$ cat config.mk
export PLATFORM = sky130hd
export DESIGN_NAME = tag_access_control_store_core
export DESIGN_NICKNAME = d
export VERILOG_FILES = /design/src/sv/tacs_pkg.sv /design/src/sv/tag_access_control_store_core.sv /design/src/sv/tacs_cell.sv
export SDC_FILE = /design/constraint.sdc
export NUM_CORES = 2
export LEC_CHECK = 0
export ABC_AREA = 1
export BUFFER_PORTS_ARGS = -buffer_cell sky130_fd_sc_hd__buf_2
export CORE_MARGIN = 2
export CORE_UTILIZATION = 65
export CTS_CLUSTER_SIZE = 16
export DETAILED_ROUTE_END_ITERATION = 6
export PLACE_DENSITY = 0.85
export SYNTH_ARGS = -nofsm -noshare
export SYNTH_HDL_FRONTEND = slang
export SYNTH_SLANG_ARGS = --single-unit
$ cat constraint.sdc
create_clock -name clk -period 9.5 [get_ports clk]
set_clock_uncertainty 0.05 [all_clocks]
set_input_delay 0.475 -clock clk [delete_from_list [all_inputs] [get_ports clk]]
set_output_delay 0.475 -clock clk [all_outputs]
set_load 0.01 [all_outputs]
$ cat src/sv/tacs_pkg.sv
// Package with the shared types and constants of the tag access control store.
package tacs_pkg;

  localparam int unsigned TACS_TAG_SLOTS = 32;
  localparam int unsigned TAG_W = 32;
  localparam logic [TAG_W-1:0] ERASED_ID = {TAG_W{1'b1}};

  typedef enum logic [1:0] {
    MODE_START       = 2'd0,
    MODE_WAIT_MASTER = 2'd1,
    MODE_PROGRAM     = 2'd2,
    MODE_NORMAL      = 2'd3
  } mode_t;

  // Query that walks down the chain of slot cells, one cell per cycle.
  typedef struct packed {
    logic             valid;
    logic [TAG_W-1:0] tag;
    logic             found;
    logic             free_seen;
    logic             first;
  } tacs_query_t;

endpackage

$ cat src/sv/tag_access_control_store_core.sv
// Top level of the tag access control store: mode control, master ID and slot chain.
//
// Each input beat is one tag poll and yields exactly one result beat. Polls that need no
// store lookup (start mode, waiting for the master, no tag, the master tag in normal mode)
// go from acceptance straight to the result hand-off. Polls that look up the store send a
// query down the chain of slot cells one cell per clock, and an enrollment write lands in
// the cycle the query leaves the last cell. A new poll is accepted once the previous one
// has placed its result in the output register, even while that result is still waiting
// to be taken. Every slot has a valid bit cleared by reset, so the store reads as erased
// right out of reset with no clearing pass. A slot holding zero or all ones counts as
// empty; slot 0 holds the master and is never used for enrollment.
module tag_access_control_store_core
  import tacs_pkg::*;
#(
  parameter int unsigned TAG_SLOTS = TACS_TAG_SLOTS
) (
  input  logic             clk,
  input  logic             rst_n,
  input  logic             in_valid,
  output logic             in_ready,
  input  logic [TAG_W-1:0] in_tag_id,
  output logic             out_valid,
  input  logic             out_ready,
  output logic             out_unlock,
  output logic [1:0]       out_mode,
  output logic             out_enrolled,
  output logic             out_store_full,
  output logic             out_already_known
);

  // Sequencer states: idle and accepting, scan in the chain, result hand-off.
  typedef enum logic [2:0] {
    ST_IDLE = 3'b001,
    ST_SCAN = 3'b010,
    ST_FIN  = 3'b100
  } state_t;

  state_t           st_r, st_nxt;
  mode_t            mode_r, mode_nxt;
  logic [TAG_W-1:0] master_r, master_nxt;
  logic [TAG_W-1:0] tag_r, tag_nxt;
  logic             launch_r, launch_nxt;

  // Pending result of the poll in progress.
  logic res_unlock_r, res_unlock_nxt;
  logic res_enr_r, res_enr_nxt;
  logic res_full_r, res_full_nxt;
  logic res_known_r, res_known_nxt;

  // Output register.
  logic       out_valid_r, out_valid_nxt;
  logic       out_unlock_r, out_unlock_nxt;
  logic [1:0] out_mode_r, out_mode_nxt;
  logic       out_enr_r, out_enr_nxt;
  logic       out_full_r, out_full_nxt;
  logic       out_known_r, out_known_nxt;

  logic             accept;
  logic             commit;
  logic             master_wr;
  logic             out_free;
  logic [TAG_W-1:0] wr_data;

  tacs_query_t          chain [TAG_SLOTS+1];
  logic [TAG_SLOTS-1:0] claim_vec;
  logic [TAG_SLOTS-1:0] wr_vec;

  assign in_ready = (st_r == ST_IDLE);
  assign accept   = in_valid & in_ready;
  assign out_free = ~out_valid_r | out_ready;

  // The master is written in the accepting cycle, enrollment from the held tag.
  assign wr_data = (st_r == ST_IDLE) ? in_tag_id : tag_r;

  // The query enters the head of the chain in the cycle after the poll is accepted.
  always_comb begin
    chain[0]           = '0;
    chain[0].valid     = launch_r;
    chain[0].tag       = tag_r;
    chain[0].first     = 1'b1;
  end

  for (genvar i = 0; i < TAG_SLOTS; i++) begin : g_cell
    if (i == 0) begin : g_head
      assign wr_vec[i] = master_wr | (commit & claim_vec[i]);
    end else begin : g_body
      assign wr_vec[i] = commit & claim_vec[i];
    end

    tacs_cell u_cell (
      .clk     (clk),
      .rst_n   (rst_n),
      .query_i (chain[i]),
      .query_o (chain[i+1]),
      .wr_en   (wr_vec[i]),
      .wr_data (wr_data),
      .claim_o (claim_vec[i])
    );
  end

  always_comb begin
    st_nxt         = st_r;
    mode_nxt       = mode_r;
    master_nxt     = master_r;
    tag_nxt        = tag_r;
    launch_nxt     = 1'b0;
    res_unlock_nxt = res_unlock_r;
    res_enr_nxt    = res_enr_r;
    res_full_nxt   = res_full_r;
    res_known_nxt  = res_known_r;
    commit         = 1'b0;
    master_wr      = 1'b0;

    out_valid_nxt  = out_valid_r & ~out_ready;
    out_unlock_nxt = out_unlock_r;
    out_mode_nxt   = out_mode_r;
    out_enr_nxt    = out_enr_r;
    out_full_nxt   = out_full_r;
    out_known_nxt  = out_known_r;

    unique case (st_r)
      ST_IDLE: begin
        if (accept) begin
          tag_nxt        = in_tag_id;
          res_unlock_nxt = 1'b0;
          res_enr_nxt    = 1'b0;
          res_full_nxt   = 1'b0;
          res_known_nxt  = 1'b0;
          st_nxt         = ST_FIN;
          unique case (mode_r)
            MODE_START: begin
              // The first poll only decides whether a master must be learned.
              mode_nxt = (master_r == ERASED_ID) ? MODE_WAIT_MASTER : MODE_NORMAL;
            end
            MODE_WAIT_MASTER: begin
              if (in_tag_id != '0) begin
                master_nxt  = in_tag_id;
                master_wr   = 1'b1;
                res_enr_nxt = 1'b1;
                mode_nxt    = MODE_NORMAL;
              end
            end
            MODE_PROGRAM: begin
              if (in_tag_id != '0) begin
                launch_nxt = 1'b1;
                st_nxt     = ST_SCAN;
              end
            end
            MODE_NORMAL: begin
              if (in_tag_id != '0) begin
                if (in_tag_id == master_r) begin
                  mode_nxt = MODE_PROGRAM;
                end else begin
                  launch_nxt = 1'b1;
                  st_nxt     = ST_SCAN;
                end
              end
            end
            default: begin
              mode_nxt = MODE_START;
            end
          endcase
        end
      end
      ST_SCAN: begin
        if (chain[TAG_SLOTS].valid) begin
          st_nxt = ST_FIN;
          if (mode_r == MODE_PROGRAM) begin
            // Enroll into the slot that claimed itself as the first empty one.
            res_known_nxt = chain[TAG_SLOTS].found;
            res_enr_nxt   = ~chain[TAG_SLOTS].found & chain[TAG_SLOTS].free_seen;
            res_full_nxt  = ~chain[TAG_SLOTS].found & ~chain[TAG_SLOTS].free_seen;
            commit        = ~chain[TAG_SLOTS].found & chain[TAG_SLOTS].free_seen;
            mode_nxt      = MODE_NORMAL;
          end else begin
            res_known_nxt  = chain[TAG_SLOTS].found;
            res_unlock_nxt = chain[TAG_SLOTS].found;
          end
        end
      end
      ST_FIN: begin
        if (out_free) begin
          out_valid_nxt  = 1'b1;
          out_unlock_nxt = res_unlock_r;
          out_mode_nxt   = mode_r;
          out_enr_nxt    = res_enr_r;
          out_full_nxt   = res_full_r;
          out_known_nxt  = res_known_r;
          st_nxt         = ST_IDLE;
        end
      end
      default: begin
        st_nxt = ST_IDLE;
      end
    endcase
  end

  always_ff @(posedge clk) begin
    if (!rst_n) begin
      st_r        <= ST_IDLE;
      mode_r      <= MODE_START;
      master_r    <= ERASED_ID;
      launch_r    <= 1'b0;
      out_valid_r <= 1'b0;
    end else begin
      st_r        <= st_nxt;
      mode_r      <= mode_nxt;
      master_r    <= master_nxt;
      launch_r    <= launch_nxt;
      out_valid_r <= out_valid_nxt;
    end
  end

  always_ff @(posedge clk) begin
    tag_r        <= tag_nxt;
    res_unlock_r <= res_unlock_nxt;
    res_enr_r    <= res_enr_nxt;
    res_full_r   <= res_full_nxt;
    res_known_r  <= res_known_nxt;
    out_unlock_r <= out_unlock_nxt;
    out_mode_r   <= out_mode_nxt;
    out_enr_r    <= out_enr_nxt;
    out_full_r   <= out_full_nxt;
    out_known_r  <= out_known_nxt;
  end

  assign out_valid         = out_valid_r;
  assign out_unlock        = out_unlock_r;
  assign out_mode          = out_mode_r;
  assign out_enrolled      = out_enr_r;
  assign out_store_full    = out_full_r;
  assign out_already_known = out_known_r;

  // An enrollment writes exactly one slot.
  a_commit_onehot: assert property (@(posedge clk) disable iff (!rst_n)
    commit |-> $onehot(claim_vec))
    else $error("enrollment write without exactly one claimed slot");

  // A query only leaves the chain while the sequencer waits for it.
  a_tail_in_scan: assert property (@(posedge clk) disable iff (!rst_n)
    chain[TAG_SLOTS].valid |-> (st_r == ST_SCAN))
    else $error("scan result outside of scan state");

  // The chain is idle whenever a new poll can be accepted.
  a_chain_idle: assert property (@(posedge clk) disable iff (!rst_n)
    in_ready |-> (!launch_r && !chain[TAG_SLOTS].valid))
    else $error("query in flight while accepting a poll");

  // A delivered result never reports both an enrollment and a full store.
  a_enr_full: assert property (@(posedge clk) disable iff (!rst_n)
    out_valid_r |-> !(out_enr_r && out_full_r))
    else $error("result reports enrollment and full store together");

  // An unlock only happens in normal mode and always with a match.
  a_unlock_normal: assert property (@(posedge clk) disable iff (!rst_n)
    (out_valid_r && out_unlock_r) |-> (out_mode_r == MODE_NORMAL && out_known_r))
    else $error("unlock outside of normal mode or without a match");

endmodule

$ cat src/sv/tacs_cell.sv
// One slot of the ID store, with its stage of the scan chain.
module tacs_cell
  import tacs_pkg::*;
(
  input  logic             clk,
  input  logic             rst_n,
  input  tacs_query_t      query_i,
  output tacs_query_t      query_o,
  input  logic             wr_en,
  input  logic [TAG_W-1:0] wr_data,
  output logic             claim_o
);

  logic [TAG_W-1:0] slot_r;
  logic             valid_r;
  logic             claim_r;
  logic             claim_nxt;
  tacs_query_t      query_r;
  tacs_query_t      query_nxt;
  logic [TAG_W-1:0] stored;
  logic             hit;
  logic             empty;

  // A slot never written reads as erased.
  assign stored = valid_r ? slot_r : ERASED_ID;
  assign hit    = (stored == query_i.tag);
  assign empty  = (stored == '0) || (stored == ERASED_ID);

  always_comb begin
    query_nxt           = query_i;
    query_nxt.found     = query_i.found | hit;
    query_nxt.free_seen = query_i.free_seen | (empty & ~query_i.first);
    query_nxt.first     = 1'b0;
    claim_nxt           = claim_r;
    if (query_i.valid) begin
      claim_nxt = empty & ~query_i.free_seen & ~query_i.first & ~query_i.found;
    end
  end

  always_ff @(posedge clk) begin
    if (!rst_n) begin
      valid_r <= 1'b0;
      claim_r <= 1'b0;
      query_r <= '0;
    end else begin
      claim_r <= claim_nxt;
      query_r <= query_nxt;
      if (wr_en) begin
        valid_r <= 1'b1;
      end
    end
  end

  always_ff @(posedge clk) begin
    if (wr_en) begin
      slot_r <= wr_data;
    end
  end

  assign query_o = query_r;
  assign claim_o = claim_r;

endmodule
==> flow_metrics.tcl <==
set metrics [dict create \
    run_status "complete, no violations" \
    tightest_slew_ns 1.31 \
    seq_power_share_pct 49.1 \
    drv_cap 0 \
    ios 44 \
    finalNonFillerCells 11900 \
    avgSynthCellArea_um2 9.54 \
    start_kind "register" \
    yosysWarnings 0 \
    period_share_pct 39.3 \
    irDropWorstVdd_uv 238 \
    swShare_pct 27.3 \
    layout-drive-gt1-share_pct 12.0 \
    cts.reportedPaths.clkPinSlew_ns 0.06 \
    syn_to_final_growth_pct 11.1 \
    worstReg2RegEnd "g_cell[0].u_cell.slot_r[2]$_DFFE_PP_" \
    clkPwrFrac_pct 39.1 \
    final.setup.tns_ns 0 \
    clock_sinks 2255 \
    power_leakage_uw 0.0454 \
    crit_start "st_r[0]$_SDFFE_PN1P_" \
    crit_fanout 41 \
    die_area_um2 146000 \
    core_area_um2 142000 \
    start_util_pct 65.4 \
    critPathCaptureType "register" \
    vias 66100 \
    seq_area_frac_synth_pct 60.2 \
    synth_edf_count 1066 \
    slew_viol_final 0 \
    power.internal_uw 16600 \
    totalWireLength_um 253000 \
    htreeDepth 4 \
    cts_buffer_depth 3 \
    worstPathArrival_ns 4.16 \
    synth_seq_cells 2255 \
    fmax_ghz 0.268 \
    finalWeightedCongestion 0.968 \
    yosys-top-cells-count "nand2_1, inv_1, dfxtp_1" \
    netlist_instances 9712 \
    synth.most_common_cell "nand2_1" \
    hp-start "rst_n" \
    final-setup-viol-count 0 \
    regArea_um2 55800 \
    dp_cells 11500 \
    rsz0062_at_grt "false" \
    syn_area_um2 92700 \
    drc_errors 0 \
    first_pass_iters 7 \
    clock_latency_ns 0.84 \
    grt_pass1_wl_um 380000 \
    fillCellCount 9518 \
    grt_pass1_vias 65600 \
    ys_top_cells_by_area "edfxtp_1, dfxtp_1, nand2_1" \
    finalHoldViolCount 0 \
    combPwrFrac_pct 11.8 \
    power-per-cell-area_nw_per_um2 221 \
    hold_path.class "in2reg" \
    r2r_slack_ns 5.77 \
    grtUsageTotal_pct 34.4 \
    multi_input_area_um2 30000 \
    synth_fp_nets 9748 \
    synth_cell_types 45 \
    place_hpwl_um 167000 \
    ys.flop_type "dfxtp_1" \
    relSlewSlack_pct 12.8 \
    synth-async-reset-ratio_pct 0 \
    num_rows 138 \
    path_class "reg2reg" \
    cp.required_ns 9.93 \
    die_y_um 382 \
    cp-endpoint "g_cell[0].u_cell.slot_r[2]$_DFFE_PP_" \
    cts_buffers 213 \
    layout.nets 9873 \
    wl_per_cell_um 21.2 \
    p_switching_uw 6230 \
    synth_top_area_cell "edfxtp_1" \
    antenna_found_initial 14 \
    vias_per_cell 5.55 \
    fp.dieW_um 382 \
    netlist.area_leader.share_pct 34.5 \
    period_minus_slack_ns 3.73 \
    antenna_left 0 \
    clockRootBuffer "clkbuf_16" \
    grt_start_max_net_pins 207 \
    cts_tree "yes" \
    port_buffers 43 \
    rr_startpoint "st_r[0]$_SDFFE_PN1P_" \
    post_cts_buffers 0 \
    grt-ovfl-total 0 \
    r2r_cells 8 \
    drt_iter0_drc 7255 \
]
==> routing by layer <==
layer  global-route usage (%)  share of wire, %  vias up
li1                         -                 -    30800
met1                     42.7                37    31200
met2                     57.2                48     3291
met3                     5.47               8.8      843
met4                     20.1               6.5        0
met5                        0                 0        -
==> critical path, cell delays in order (launching register included) <==
cell and delay, ns:
dfxtp_1 0.38, inv_1 0.10, nor3_4 0.11, buf_4 0.55
inv_2 0.54, nor2_2 0.23, inv_1 0.10, nor2_4 0.69
buf_4 0.57
==> registers in the layout, summed over array words and instances (netlist names) <==
signal and flops:
out_valid 1, tag_r 32, res_enr_r 1, out_mode 2, st_r 3, res_known_r 1, master_r 32, g_cell.u_cell.claim_o 31
g_cell.u_cell.slot_r 1024, out_already_known 1, g_cell.u_cell.valid_r 32, g_cell.u_cell.query_o 1087, launch_r 1, res_unlock_r 1, out_store_full 1, res_full_r 1
mode_r 2, out_unlock 1, out_enrolled 1
==> stage by stage <==
stage | hold slack, ns | setup WS [ns] | cell area (um2) | power, uW | utilization [%]
3_5_place_dp | 0.351 | 5.84 | 95200 | 13900 | 67.2
6_report | 0.0936 | 5.77 | 103000 | 22800 | 72.7
2_1_floorplan | 0.340 | 6.45 | 92700 | 12100 | -
4_1_cts | 0.0713 | 5.83 | 103000 | 22700 | 72.7
3_3_place_gp | 0.352 | 5.90 | 95200 | 13900 | 67.2
5_1_grt | 0.0891 | 5.58 | 103000 | 23200 | 72.7
==> power groups by stage <==
stage	Clock (uW)	Combinational, uW	Sequential [uW]
global placement	0	2530	11400
detailed placement	0	2560	11400
finish	8920	2680	11200
CTS	8970	2580	11200
global route	9340	2660	11200
floorplan	0	780	11400
==> cells by family after synthesis <==
family,Yosys count,share of synthesized area [%]
buf+inv,1869,7.76
flops,2255,60.2
simple gates,4442,21.8
xor+xnor,882,8.34
compound gates,264,1.86
==> layout make-up <==
type,instances,area share [%]
Timing Repair Buffer,158,1.16
Multi-Input combinational cell,5588,29.2
Clock inverter,111,1.21
Inverter,1621,5.91
Clock buffer,294,6.03
Tap cell,1890,2.30
Sequential cell,2255,54.2
Antenna cell,2,0.00486
==> placed cells by master (no fill, tap or decap), drive strengths merged, types with 2 or more instances in the layout <==
cell type | netlist | layout
clkinv | 0 | 62
nand2 | 2166 | 2166
a21o | 17 | 17
nand4 | 270 | 270
o21bai | 2 | 2
a41oi | 44 | 44
or2 | 679 | 679
o31ai | 4 | 4
a21oi | 62 | 62
nor4 | 215 | 215
o21a | 31 | 31
nand3 | 121 | 121
o22ai | 14 | 14
xor2 | 493 | 493
o211ai | 16 | 16
edfxtp | 1066 | 1066
nor2b | 6 | 6
nor2 | 760 | 760
clkbuf | 177 | 294
clkinvlp | 0 | 13
nand3b | 36 | 36
o2111ai | 10 | 10
dlygate4sd3 | 0 | 34
inv | 1621 | 1635
nor3 | 170 | 170
dfxtp | 1189 | 1189
o21ai | 61 | 61
nor3b | 13 | 13
diode | 0 | 2
xnor2 | 389 | 389
bufinv | 0 | 22
and2 | 5 | 5
buf | 71 | 124
==> worst min path at each step <==
stage                                                     to  slack [ns]  cells after the start
floorplan            g_cell[0].u_cell.query_o[35]$_SDFF_PN0_        0.34                      2
global placement     g_cell[0].u_cell.query_o[35]$_SDFF_PN0_        0.35                      2
detailed placement   g_cell[0].u_cell.query_o[35]$_SDFF_PN0_        0.35                      2
CTS                 g_cell[26].u_cell.query_o[32]$_SDFF_PN0_        0.07                      3
global route        g_cell[28].u_cell.query_o[33]$_SDFF_PN0_        0.09                      3
finish              g_cell[28].u_cell.query_o[31]$_SDFF_PN0_        0.09                      3
==> timing repair <==
action                                  4_1_cts  5_1_grt
gates resized for setup                       0        0
endpoints found under the setup margin        0        0
endpoints found under the hold margin        63        0
hold buffers                                 34        0
Note: power is estimated with default switching activity, not from simulation.
